**src/rtl/mlsbm_pkg.sv**
```systemverilog
// ----------------------------------------------------------------------------
// mlsbm_pkg
// shared types and constants for the led state and blink manager
// ----------------------------------------------------------------------------
package mlsbm_pkg;

    localparam int LED_COUNT_DEF = 64;
    localparam logic [15:0] PERIOD_RESET = 16'd500;
    localparam logic [15:0] ELAPSED_MAX = 16'hFFFF;
    localparam logic [7:0] MAP_UNASSIGNED = 8'h80;

    localparam logic [1:0] MODE_EVENT = 2'd0;
    localparam logic [1:0] MODE_TICK = 2'd1;
    localparam logic [1:0] MODE_WRITE = 2'd2;
    localparam logic [1:0] MODE_READ = 2'd3;

    localparam logic [1:0] REG_BLINK_EN = 2'd0;
    localparam logic [1:0] REG_PERIOD = 2'd1;

    localparam logic [4:0] ST_CONST_ON = 5'h01;
    localparam logic [4:0] ST_BLINK = 5'h02;
    localparam logic [4:0] ST_ACTIVE = 5'h04;
    localparam logic [4:0] ST_REMEMBER = 5'h08;
    localparam logic [4:0] ST_PHASE = 5'h10;
    localparam logic [4:0] ST_RESTORE_C = 5'h0D;
    localparam logic [4:0] ST_RESTORE_BOFF = 5'h05;
    localparam logic [4:0] ST_RESTORE_OFF = 5'h16;
    localparam logic [4:0] ST_MASK_BOFF = 5'h15;
    localparam logic [4:0] ST_MASK_OFF = 5'h16;
    localparam logic [4:0] ST_NO_PHASE = 5'h0F;

    typedef enum logic [2:0] {
        S_IDLE,
        S_SCAN,
        S_SCAN_END,
        S_UPD,
        S_CHECK,
        S_OUT
    } ctl_state_t;

    function automatic logic state_lit(input logic [4:0] s);
        return s == 5'h05 || s == 5'h15 || s == 5'h16 || s == 5'h1D
            || s == 5'h0D || s == 5'h17;
    endfunction

    function automatic logic [4:0] apply_event(input logic [4:0] s_in,
                                               input logic on,
                                               input logic blink);
        logic [4:0] s;
        s = s_in;
        if (on)
        begin
            if (!blink && s[1])
                s = ST_RESTORE_C;
            else
                s = s | (blink ? (ST_BLINK | ST_ACTIVE | ST_PHASE)
                               : (ST_CONST_ON | ST_ACTIVE));
        end
        else
        begin
            if (s[3])
                s = blink ? ST_RESTORE_BOFF : ST_RESTORE_OFF;
            else
                s = s & (blink ? ST_MASK_BOFF : ST_MASK_OFF);
            if (s[1:0] == 2'b00)
                s = 5'h00;
        end
        return s;
    endfunction

endpackage

```
**src/rtl/midi_led_state_blink_manager.sv**
```systemverilog
// ----------------------------------------------------------------------------
// midi_led_state_blink_manager
// per-led state keeper driven by note events, with timed blinking
// ----------------------------------------------------------------------------
// Words are handled one at a time. A note event walks the note map one entry
// per cycle until a match and then updates that led. If the result is not a
// blink-on, it walks the led memory once more to recheck blinking. A tick that
// toggles the phase walks the led memory, rewriting the phase bit of each
// blinking entry with a read-modify-write. Each memory has a single read port.
// No clearing pass: the note map and led state carry per-entry valid bits that
// reset clears at once. The input accepts a new word while a finished result
// waits in the output register.
module midi_led_state_blink_manager
#(
    parameter int LED_COUNT = mlsbm_pkg::LED_COUNT_DEF
)
(
    input  logic        clk,
    input  logic        rst_n,
    input  logic        psel,
    input  logic        penable,
    input  logic        pwrite,
    input  logic [2:0]  paddr,
    input  logic [31:0] pwdata,
    output logic [31:0] prdata,
    output logic        pready,
    input  logic        in_valid,
    output logic        in_stall,
    input  logic [1:0]  mode,
    input  logic [6:0]  note,
    input  logic [6:0]  velocity,
    input  logic [5:0]  led_index,
    output logic        out_valid,
    input  logic        out_stall,
    output logic        matched,
    output logic [5:0]  led_number,
    output logic [4:0]  led_state,
    output logic        lit,
    output logic        blink_active,
    output logic        blink_phase
);
    import mlsbm_pkg::*;

    localparam int AW = (LED_COUNT > 1) ? $clog2(LED_COUNT) : 1;
    localparam int CW = AW + 1;
    localparam logic [CW-1:0] LAST = CW'(LED_COUNT - 1);

    // memories
    logic [7:0] map_mem [LED_COUNT];
    logic [4:0] led_mem [LED_COUNT];
    logic [LED_COUNT-1:0] map_vld_reg;
    logic [LED_COUNT-1:0] led_vld_reg;
    logic [7:0] map_rd_reg;
    logic [4:0] led_rd_reg;
    logic map_rv_reg;
    logic led_rv_reg;

    logic map_we, led_we;
    logic [AW-1:0] map_wa, led_wa, map_ra, led_ra;
    logic [7:0] map_wd;
    logic [4:0] led_wd;

    logic [7:0] map_q;
    logic [4:0] led_q;
    assign map_q = map_rv_reg ? map_rd_reg : MAP_UNASSIGNED;
    assign led_q = led_rv_reg ? led_rd_reg : 5'h00;

    always_ff @(posedge clk)
    begin
        if (map_we)
            map_mem[map_wa] <= map_wd;
        map_rd_reg <= map_mem[map_ra];
        if (led_we)
            led_mem[led_wa] <= led_wd;
        led_rd_reg <= led_mem[led_ra];
    end

    // config
    logic blink_en_reg;
    logic [15:0] period_reg;
    logic cfg_wr;
    assign cfg_wr = psel && penable && pwrite;
    assign pready = 1'b1;

    always_ff @(posedge clk or negedge rst_n)
    begin
        if (!rst_n)
        begin
            blink_en_reg <= 1'b0;
            period_reg <= PERIOD_RESET;
        end
        else if (cfg_wr)
        begin
            if (paddr[2] == REG_PERIOD[0])
                period_reg <= pwdata[15:0];
            else
                blink_en_reg <= pwdata[0];
        end
    end

    always_comb
    begin
        prdata = 32'd0;
        if (paddr[2] == REG_PERIOD[0])
            prdata = {16'd0, period_reg};
        else if (paddr[2] == REG_BLINK_EN[0])
            prdata = {31'd0, blink_en_reg};
    end

    // control
    ctl_state_t state_reg, state_next;
    logic [CW-1:0] cnt_reg, cnt_next;
    logic [1:0] mode_reg, mode_next;
    logic [6:0] note_reg, note_next;
    logic on_reg, on_next, blk_reg, blk_next;
    logic [AW-1:0] hit_reg, hit_next;
    logic hit_ok_reg, hit_ok_next;
    logic [4:0] res_reg, res_next;
    logic any_reg, any_next;
    logic blinking_reg, blinking_next;
    logic phase_reg, phase_next;
    logic [15:0] elapsed_reg, elapsed_next;
    logic toggle_reg, toggle_next;
    logic ov_reg, ov_next;
    logic o_m_reg, o_m_next;
    logic [5:0] o_n_reg, o_n_next;
    logic [4:0] o_s_reg, o_s_next;
    logic o_l_reg, o_l_next;
    logic o_b_reg, o_b_next;
    logic o_p_reg, o_p_next;
    logic map_rv_next, led_rv_next;
    logic [LED_COUNT-1:0] map_vld_next, led_vld_next;

    logic accept;
    assign in_stall = (state_reg != S_IDLE);
    assign accept = in_valid && !in_stall;

    logic [15:0] el_inc;
    assign el_inc = (elapsed_reg == ELAPSED_MAX) ? elapsed_reg : elapsed_reg + 16'd1;

    always_comb
    begin
        state_next = state_reg;
        cnt_next = cnt_reg;
        mode_next = mode_reg;
        note_next = note_reg;
        on_next = on_reg;
        blk_next = blk_reg;
        hit_next = hit_reg;
        hit_ok_next = hit_ok_reg;
        res_next = res_reg;
        any_next = any_reg;
        blinking_next = blinking_reg;
        phase_next = phase_reg;
        elapsed_next = elapsed_reg;
        toggle_next = toggle_reg;
        ov_next = ov_reg && out_stall;
        o_m_next = o_m_reg;
        o_n_next = o_n_reg;
        o_s_next = o_s_reg;
        o_l_next = o_l_reg;
        o_b_next = o_b_reg;
        o_p_next = o_p_reg;
        map_vld_next = map_vld_reg;
        led_vld_next = led_vld_reg;
        map_we = 1'b0;
        map_wa = hit_reg;
        map_wd = {1'b0, note_reg};
        led_we = 1'b0;
        led_wa = hit_reg;
        led_wd = res_reg;
        map_ra = cnt_reg[AW-1:0];
        led_ra = cnt_reg[AW-1:0];
        map_rv_next = map_vld_reg[map_ra];
        led_rv_next = led_vld_reg[led_ra];

        case (state_reg)
            S_IDLE:
            begin
                if (accept)
                begin
                    mode_next = mode;
                    note_next = note;
                    hit_ok_next = 1'b0;
                    any_next = 1'b0;
                    cnt_next = '0;
                    hit_next = AW'(led_index);
                    if (blink_en_reg)
                    begin
                        on_next = !(velocity == 7'd0 || velocity == 7'd63);
                        blk_next = velocity >= 7'd63;
                    end
                    else
                    begin
                        on_next = velocity != 7'd0;
                        blk_next = 1'b0;
                    end
                    map_ra = '0;
                    led_ra = (mode == MODE_READ || mode == MODE_WRITE)
                           ? AW'(led_index) : '0;
                    map_rv_next = map_vld_reg[map_ra];
                    led_rv_next = led_vld_reg[led_ra];
                    case (mode)
                        MODE_EVENT:
                            state_next = S_SCAN;
                        MODE_TICK:
                        begin
                            toggle_next = blinking_reg && blink_en_reg
                                          && el_inc >= period_reg;
                            elapsed_next = toggle_next ? 16'd0 : el_inc;
                            state_next = toggle_next ? S_CHECK : S_OUT;
                        end
                        default:
                        begin
                            if ({2'b00, led_index} < 8'(LED_COUNT))
                            begin
                                hit_ok_next = 1'b1;
                                if (mode == MODE_WRITE)
                                begin
                                    map_we = 1'b1;
                                    map_wa = AW'(led_index);
                                    map_wd = {1'b0, note};
                                    map_vld_next[map_wa] = 1'b1;
                                end
                            end
                            state_next = S_UPD;
                        end
                    endcase
                end
            end
            S_SCAN:
            begin
                // map entry cnt is on the read port now
                if (map_q == {1'b0, note_reg})
                begin
                    hit_next = cnt_reg[AW-1:0];
                    hit_ok_next = 1'b1;
                    led_ra = cnt_reg[AW-1:0];
                    led_rv_next = led_vld_reg[led_ra];
                    state_next = S_SCAN_END;
                end
                else if (cnt_reg == LAST)
                    state_next = S_OUT;
                else
                begin
                    cnt_next = cnt_reg + 1'b1;
                    map_ra = cnt_next[AW-1:0];
                    map_rv_next = map_vld_reg[map_ra];
                end
            end
            S_SCAN_END:
            begin
                res_next = apply_event(led_q, on_reg, blk_reg);
                state_next = S_UPD;
            end
            S_UPD:
            begin
                if (mode_reg == MODE_EVENT)
                begin
                    led_we = 1'b1;
                    led_vld_next[hit_reg] = 1'b1;
                    if (blk_reg && on_reg)
                    begin
                        blinking_next = 1'b1;
                        state_next = S_OUT;
                    end
                    else
                    begin
                        any_next = res_reg[1];
                        cnt_next = '0;
                        state_next = S_CHECK;
                    end
                end
                else
                begin
                    res_next = led_q;
                    state_next = S_OUT;
                end
            end
            S_CHECK:
            begin
                // walk led memory; on a toggle, rewrite the phase bit
                if (cnt_reg != '0)
                begin
                    if (mode_reg == MODE_TICK)
                    begin
                        if (led_q[1])
                        begin
                            led_we = 1'b1;
                            led_wa = AW'(cnt_reg - 1'b1);
                            led_wd = phase_reg ? (led_q | ST_PHASE)
                                               : (led_q & ST_NO_PHASE);
                            led_vld_next[led_wa] = 1'b1;
                        end
                    end
                    else if (AW'(cnt_reg - 1'b1) != hit_reg && led_q[1])
                        any_next = 1'b1;
                end
                if (cnt_reg == CW'(LED_COUNT))
                begin
                    if (mode_reg == MODE_TICK)
                        phase_next = !phase_reg;
                    else if (any_next)
                        blinking_next = 1'b1;
                    else if (blinking_reg)
                    begin
                        blinking_next = 1'b0;
                        phase_next = 1'b1;
                        elapsed_next = ELAPSED_MAX;
                    end
                    state_next = S_OUT;
                end
                else
                begin
                    cnt_next = cnt_reg + 1'b1;
                    led_ra = cnt_reg[AW-1:0];
                    led_rv_next = led_vld_reg[led_ra];
                end
            end
            S_OUT:
            begin
                if (!ov_reg || !out_stall)
                begin
                    ov_next = 1'b1;
                    o_m_next = hit_ok_reg && mode_reg != MODE_TICK;
                    o_n_next = o_m_next ? 6'(hit_reg) : 6'd0;
                    o_s_next = o_m_next ? res_reg : 5'd0;
                    o_l_next = o_m_next && state_lit(res_reg);
                    o_b_next = blinking_reg;
                    o_p_next = phase_reg;
                    state_next = S_IDLE;
                end
            end
            default:
                state_next = S_IDLE;
        endcase
    end

    always_ff @(posedge clk or negedge rst_n)
    begin
        if (!rst_n)
        begin
            state_reg <= S_IDLE;
            cnt_reg <= '0;
            blinking_reg <= 1'b0;
            phase_reg <= 1'b1;
            elapsed_reg <= ELAPSED_MAX;
            ov_reg <= 1'b0;
            map_vld_reg <= '0;
            led_vld_reg <= '0;
            map_rv_reg <= 1'b0;
            led_rv_reg <= 1'b0;
        end
        else
        begin
            state_reg <= state_next;
            cnt_reg <= cnt_next;
            blinking_reg <= blinking_next;
            phase_reg <= phase_next;
            elapsed_reg <= elapsed_next;
            ov_reg <= ov_next;
            map_vld_reg <= map_vld_next;
            led_vld_reg <= led_vld_next;
            map_rv_reg <= map_rv_next;
            led_rv_reg <= led_rv_next;
        end
    end

    always_ff @(posedge clk)
    begin
        mode_reg <= mode_next;
        note_reg <= note_next;
        on_reg <= on_next;
        blk_reg <= blk_next;
        hit_reg <= hit_next;
        hit_ok_reg <= hit_ok_next;
        res_reg <= res_next;
        any_reg <= any_next;
        toggle_reg <= toggle_next;
        o_m_reg <= o_m_next;
        o_n_reg <= o_n_next;
        o_s_reg <= o_s_next;
        o_l_reg <= o_l_next;
        o_b_reg <= o_b_next;
        o_p_reg <= o_p_next;
    end

    assign out_valid = ov_reg;
    assign matched = o_m_reg;
    assign led_number = o_n_reg;
    assign led_state = o_s_reg;
    assign lit = o_l_reg;
    assign blink_active = o_b_reg;
    assign blink_phase = o_p_reg;

endmodule

```
**config.mk**
```make
export PLATFORM = sky130hd
export DESIGN_NAME = midi_led_state_blink_manager
export DESIGN_NICKNAME = d
export VERILOG_FILES = /design/src/rtl/mlsbm_pkg.sv /design/src/rtl/midi_led_state_blink_manager.sv
export SDC_FILE = /design/constraint.sdc
export NUM_CORES = 1
export LEC_CHECK = 0
export ABC_AREA = 1
export BUFFER_PORTS_ARGS = -buffer_cell sky130_fd_sc_hd__buf_4
export CAP_MARGIN = 20
export CORE_UTILIZATION = 40
export DETAILED_ROUTE_END_ITERATION = 10
export GPL_ROUTABILITY_DRIVEN = 0
export PLACE_DENSITY = 0.56
export SLEW_MARGIN = 25
export SYNTH_ARGS = -nofsm -noshare
export SYNTH_HDL_FRONTEND = slang
export SYNTH_SLANG_ARGS = --single-unit
```
**constraint.sdc**
```tcl
create_clock -name clk -period 5.8 [get_ports clk]
set_input_delay 1.16 -clock clk [delete_from_list [all_inputs] [get_ports clk]]
set_output_delay 1.16 -clock clk [all_outputs]
set_load 0.01 [all_outputs]
```
==> flow_summary.json, run 1 <==
{
  "status": "finished, final reports clean",
  "die_w_um": 338,
  "synth.cell_area_mm2": 0.0452,
  "wl_um": 129000,
  "clk_latency_ps": 720,
  "multi_input_area_mm2": 0.0140,
  "rsz0062_at_grt": "no",
  "cts_root_buf": "clkbuf_16",
  "io_buffers": 78,
  "cts.path.max_buffers": 3,
  "hold_viol": 0,
  "route.detailed.drc": 0,
  "yosysUniqueCellTypes": 52,
  "htreeDepth": 3,
  "setup_viol": 0,
  "cpMostUsedCell": "nor2_1",
  "numCtsBuffers": 107,
  "worstPathArrival_ps": 4710,
  "drtIter0Drc": 3249,
  "core_mm2": 0.111,
  "cap_viol_max_count": 0,
  "grt_overflow": 0,
  "ant_nets": 0,
  "cts_tree": "yes",
  "cpLargestDelayFamily": "simple AND/OR/NAND/NOR gates",
  "busiest_layer": "met2",
  "vdd.ir_drop.worst_v": 0.000846,
  "layout_commonest_cell": "nand2_1",
  "r2r-start": "cnt_reg[4]$_DFFE_PN0P_",
  "holdCritStartpoint": "led_vld_reg[53]$_DFFE_PN0P_",
  "crit_chain": "nor2_1 > a21oi_1 > nand2_1 > o21ai_0 > inv_2 > nor2_1 > nand2_1 > nor2_1",
  "num_vias": 33400,
  "leakage_nw": 19.0,
  "via_per_inst": 5.51,
  "met2_usage_pct": 34.6,
  "slew_headroom_pct": 27.4,
  "slowest_delay_ps": 900,
  "synth_area_leader_cell": "edfxtp_1",
  "path_max_fanout": 11,
  "synth-async-reset-ratio_pct": 17.7,
  "finalSetupTns_ps": 0,
  "r2r_setup_slack_ps": 1400,
  "drtPass1Iterations": 6,
  "start_kind": "register",
  "first_global_vias": 31700,
  "top_level_ports": 114,
  "die-area_mm2": 0.114,
  "postCtsSetupRepairBufs": 0,
  "path_clk_slew_ps": 60,
  "grt_pass1_wl_um": 196000,
  "syn_inst": 4499,
  "synth_edf_count": 807,
  "layout_common_cells": "nand2_1, edfxtp_1, nand3_1",
  "fill_cells": 10400,
  "period_needed_ps": 4400,
  "avgSynthCellArea_um2": 10.0,
  "grtUsageMet1_pct": 31.6,
  "avgRoutedWirePerCell_um": 21.3,
  "worstSetupPathType": "register to register",
  "cts_sinks": 995,
  "yosysSeqAreaShare_pct": 64.0,
  "fin_crit_sh_pct": 75.9,
  "required_ps": 6110,
  "slew_violations": 0,
  "drive_gt1_share_pct": 8.04,
  "grt_usage_pct": 22.1,
  "ys_ff_latch": 995,
  "power_density_mw_per_mm2": 484,
  "worst-path-buf-inv": 1,
  "cts_resized": 0,
  "regMostFlops": "map_mem",
  "hold_class": "register to register",
  "synth_area_leaders": "edfxtp_1, dfrtp_1, nand2_1",
  "crit_start": "cnt_reg[4]$_DFFE_PN0P_",
  "hold_slack_ps": 475,
  "initial_core_util_pct": 40.6,
  "fin_nets": 4572,
  "grt_max_degree": 161,
  "critPathSlowestCell": "nor2_1",
  "area_growth_pct": 12.2,
  "endpoint_kind": "register",
  "finClkSkew_ps": 75.9,
  "ys.flop_type": "edfxtp_1",
  "fmax_ghz": 0.227,
  "fp.dieH_um": 338,
  "dp_hpwl_um": 77900,
  "cts_hold_buf": 0,
  "worst_slew_pin_slew_ps": 1080,
  "reg.largest.list": "map_mem: 448 flops, led_mem: 320 flops",
  "grt_antenna_before_repair": 2,
  "register_area_mm2": 0.0289,
  "rows": 122,
  "grtUsageMet3_pct": 3.76,
  "netlist.area_leader.share_pct": 53.6,
  "synth_warnings": 0,
  "largest_reg_flops": 448
}
tightest hold or removal path: stages, from the launching register on:
cell and delay [ps]:
dfrtp_1 320, inv_1 50, o21ai_0 70
cells in the mapped netlist (9+ instances only):
library cell,number
buf_1,11
or2_1,9
o22ai_1,108
nand4_1,21
buf_2,90
nand3_1,584
o21bai_1,24
clkbuf_1,135
a21oi_1,172
ha_1,19
a22oi_1,11
inv_2,14
o221ai_1,41
o21ai_0,416
edfxtp_1,807
buf_4,37
dfrtp_1,153
nand2_1,958
dfstp_2,23
o211ai_1,41
dfxtp_1,12
nor3_1,23
nor2_1,391
o21ai_1,32
inv_1,297
path summary, 6_finish.rpt:
path | end | cells after the start
hold reg to reg | led_vld_reg[53]$_DFFE_PN0P_ | 2
setup reg to reg | led_mem[0][4]$_DFFE_PP_ | 8
hold / removal | led_vld_reg[53]$_DFFE_PN0P_ | 2
max in group asynchronous | led_vld_reg[44]$_DFFE_PN0P_ | 2
min in group asynchronous | map_vld_reg[31]$_DFFE_PN0P_ | 1
setup / recovery | led_mem[0][4]$_DFFE_PP_ | 8
cell type report:
type                    count  share of cell area [%]
clock buffers             146                    5.79
clock inverters            50                   0.965
well taps                1488                    3.67
multi-input cells        2925                    27.7
inverters                 315                    2.34
flip-flops and latches    995                    57.0
diodes                      1                 0.00493
repair buffers            145                    2.54
per-layer routing:
metal  wire length [um]  share of wire, %
met3               9790               7.6
met4               3230               2.5
met2              58700                45
met5                 12            0.0093
met1              57800                45
metrics by stage:
stage | total power, mW | area (um2) | util [%] | setup slack, ps | cells
finish | 24.6 | 50700 | 45.6 | 1400 | 6065
global route | 25.9 | 50700 | 45.6 | 1090 | 6065
CTS | 24.6 | 50600 | 45.5 | 1500 | 6061
detailed placement | 17.9 | 47200 | 42.4 | 1080 | 5865
global placement | 17.8 | 47200 | 42.4 | 1100 | 5864
floorplan | 15.0 | 45300 | - | 584 | 4514
kinds of logic (layout without fill, tap and decap cells):
| kind of cell | after synthesis | in the layout | share of synthesized area, % |
|---|---|---|---|
| AND/OR/NAND/NOR | 2007 | 2007 | 18.7 |
| other | 2 | 18 | 0.0166 |
| AO/OA/AOI/OAI | 870 | 870 | 10.9 |
| adder cells (fa/ha/maj) | 19 | 19 | 0.526 |
| flip-flops | 995 | 995 | 64.0 |
| buffers and inverters | 594 | 656 | 5.59 |
| XOR/XNOR | 12 | 12 | 0.266 |
power by group:
| group | total [mW] | leakage, nW | switching [mW] | internal, mW |
|---|---|---|---|---|
| Clock | 6.71 | 1.66 | 2.86 | 3.85 |
| Sequential | 8.65 | 9.38 | 0.264 | 8.39 |
| Combinational | 9.20 | 7.95 | 6.70 | 2.51 |
Note: power is estimated with default switching activity, not from simulation.
==> inputs of run 2 (changes only) <==
- clock period: 5.8 -> 4.1 ns (I/O delays scaled with it)
==> run 2 against run 1 <==
First-iteration DRC count is 12% higher. Setup slack lost 910 ps. Wire length shrank 0.40%. Cell count up 0.92%. Global-route usage about the same. Combinational power is 43% higher. Flip-flop and latch count is the same. Utilization increased by 0.57 points. Count of clock-buffer cells in the layout decreased by 14. Non-clock buffer count rose by 55. Register-to-register slack got worse by 910 ps. Critical endpoint is now elapsed_reg[0]$_DFFE_PN1P_. Largest power group unchanged.
==> flow_summary.json, run 2 (same netlist as run 1, synthesis figures left out) <==
{
  "rows": 122,
  "reg.largest.list": "map_mem: 448 flops, led_mem: 320 flops",
  "drive_gt1_share_pct": 9.29,
  "power_frac_clock_pct": 27.4,
  "cts_tree": "yes",
  "cts.path.max_buffers": 3,
  "path_max_fanout": 14,
  "power_mw": 35.0,
  "drtIter0Drc": 3641,
  "grt_pass1_wl_um": 196000,
  "initial_core_util_pct": 40.6,
  "die-area_mm2": 0.114,
  "p_comb_share_pct": 37.7,
  "finalSetupTns_ps": 0,
  "finClkSkew_ps": 50.3,
  "required_ps": 4720,
  "fin_nets": 4626,
  "start_kind": "register",
  "worstSetupPathType": "register to register",
  "ant_nets": 0,
  "pwr-share-seq_pct": 34.8,
  "htreeDepth": 3,
  "path_clk_slew_ps": 60,
  "grt_antenna_before_repair": 1,
  "wl_um": 129000,
  "dp_hpwl_um": 81300,
  "clk_latency_ps": 710,
  "grt_max_degree": 161,
  "largest_reg_flops": 448,
  "period_needed_ps": 3610,
  "worst_slew_pin_slew_ps": 1060,
  "cap_viol_max_count": 0,
  "numCtsBuffers": 106,
  "p_int_mw": 21.2,
  "die_w_um": 338,
  "fin_crit_sh_pct": 88.1,
  "status": "finished, final reports clean",
  "slew_violations": 0,
  "worstPathArrival_ps": 4230,
  "endpoint_kind": "register",
  "fp.dieH_um": 338,
  "top_level_ports": 114,
  "vdd.ir_drop.worst_v": 0.000522,
  "utilization_pct": 46.1,
  "route.detailed.drc": 0,
  "hold_viol": 0,
  "cts_sinks": 995,
  "setup_viol": 0,
  "rsz0062_at_grt": "no",
  "postCtsSetupRepairBufs": 0,
  "cts_hold_buf": 0,
  "regMostFlops": "map_mem",
  "first_global_vias": 31800,
  "fin_cells": 6121,
  "core_mm2": 0.111,
  "cts_resized": 0,
  "io_buffers": 78,
  "num_vias": 33600,
  "switching_share_pct": 39.4,
  "layout_commonest_cell": "nand2_1",
  "leakage_nw": 19.3,
  "grt_usage_pct": 22.1,
  "via_per_inst": 5.49,
  "p_switching_mw": 13.8,
  "slew_headroom_pct": 29.1,
  "hold_class": "input port to asynchronous set/reset pin",
  "avgRoutedWirePerCell_um": 21.1,
  "area_growth_pct": 13.6,
  "fill_cells": 10300,
  "dpl.cell_count": 5921,
  "drtPass1Iterations": 6,
  "power_density_mw_per_mm2": 682,
  "grt_overflow": 0,
  "cts_root_buf": "clkbuf_16",
  "layout_common_cells": "nand2_1, edfxtp_1, nand3_1",
  "fmax_ghz": 0.277
}
[run 2: changes by cell type in the layout (fill, tap and decap cells not counted), sizes merged]
cell,previous run,this run
clkinv,45,50
diode,1,2
buf,144,199
clkbuf,147,133
bufinv,7,11
clkinvlp,1,6
[run 2: metal layers]
metal / routed length (um) / vias up / GRT usage [%] / share of wire (%)
met2: 57500 / 1310 / 33.8 / 45
met4: 3700 / 0 / 6.77 / 2.9
met1: 57200 / 16200 / 31.8 / 44
met5: 0 / - / 0 / 0
li1: - / 15800 / - / -
met3: 10500 / 246 / 4.16 / 8.2
[run 2: worst paths after layout]
check / slack [ps] / cells after the start / endpoint / startpoint
max reg2reg: 490 / 17 / elapsed_reg[0]$_DFFE_PN1P_ / elapsed_reg[0]$_DFFE_PN1P_
min: 170 / 1 / map_vld_reg[28]$_DFFE_PN0P_ / rst_n
min in group clk: 290 / 1 / note_reg[0]$_DFFE_PP_ / note[0]
max in group asynchronous: 2960 / 2 / period_reg[2]$_DFFE_PN1P_ / rst_n
min reg2reg: 470 / 2 / led_vld_reg[1]$_DFFE_PN0P_ / led_vld_reg[1]$_DFFE_PN0P_
max: 490 / 17 / elapsed_reg[0]$_DFFE_PN1P_ / elapsed_reg[0]$_DFFE_PN1P_
[run 2: area by class of cell]
class,count,area [um2],share of cell area (%)
Timing Repair Buffer,200,1890,3.68
Antenna cell,2,5.00,0.00975
Tap cell,1488,1860,3.63
Inverter,315,1180,2.31
Clock buffer,132,2810,5.48
Sequential cell,995,28900,56.3
Clock inverter,64,652,1.27
Multi-Input combinational cell,2925,14000,27.3
[run 2: through the flow]
step,area (um2),hold slack [ps],worst slack (ps)
final,51400,165,490
after global routing,51300,256,183
after CTS,51300,222,473
after detailed placement,47800,463,333
after global placement,47700,453,376
after floorplan,45300,436,-959
[run 2: power by group through the flow]
stage	combinational, mW	sequential (mW)	clock, mW
final	13.2	12.2	9.61
after CTS	13.2	12.2	9.78
after detailed placement	13.1	12.4	0
after global placement	13.0	12.4	0
after global routing	14.6	12.2	10.1
after floorplan	8.85	12.3	0
[run 2: critical path, stage by stage (launching register included)]
cell	delay, ps
dfstp_2	570
ha_1	170
nand2_1	90
nor3_1	250
nand2_1	200
nor3_1	240
nand2_1	230
nand2_1	130
xor2_1	220
ha_1	290
a21oi_1	120
o21ai_0	80
a21oi_1	190
nand3_1	110
nand3_1	160
buf_4	240
a31oi_1	90
o21ai_0	170
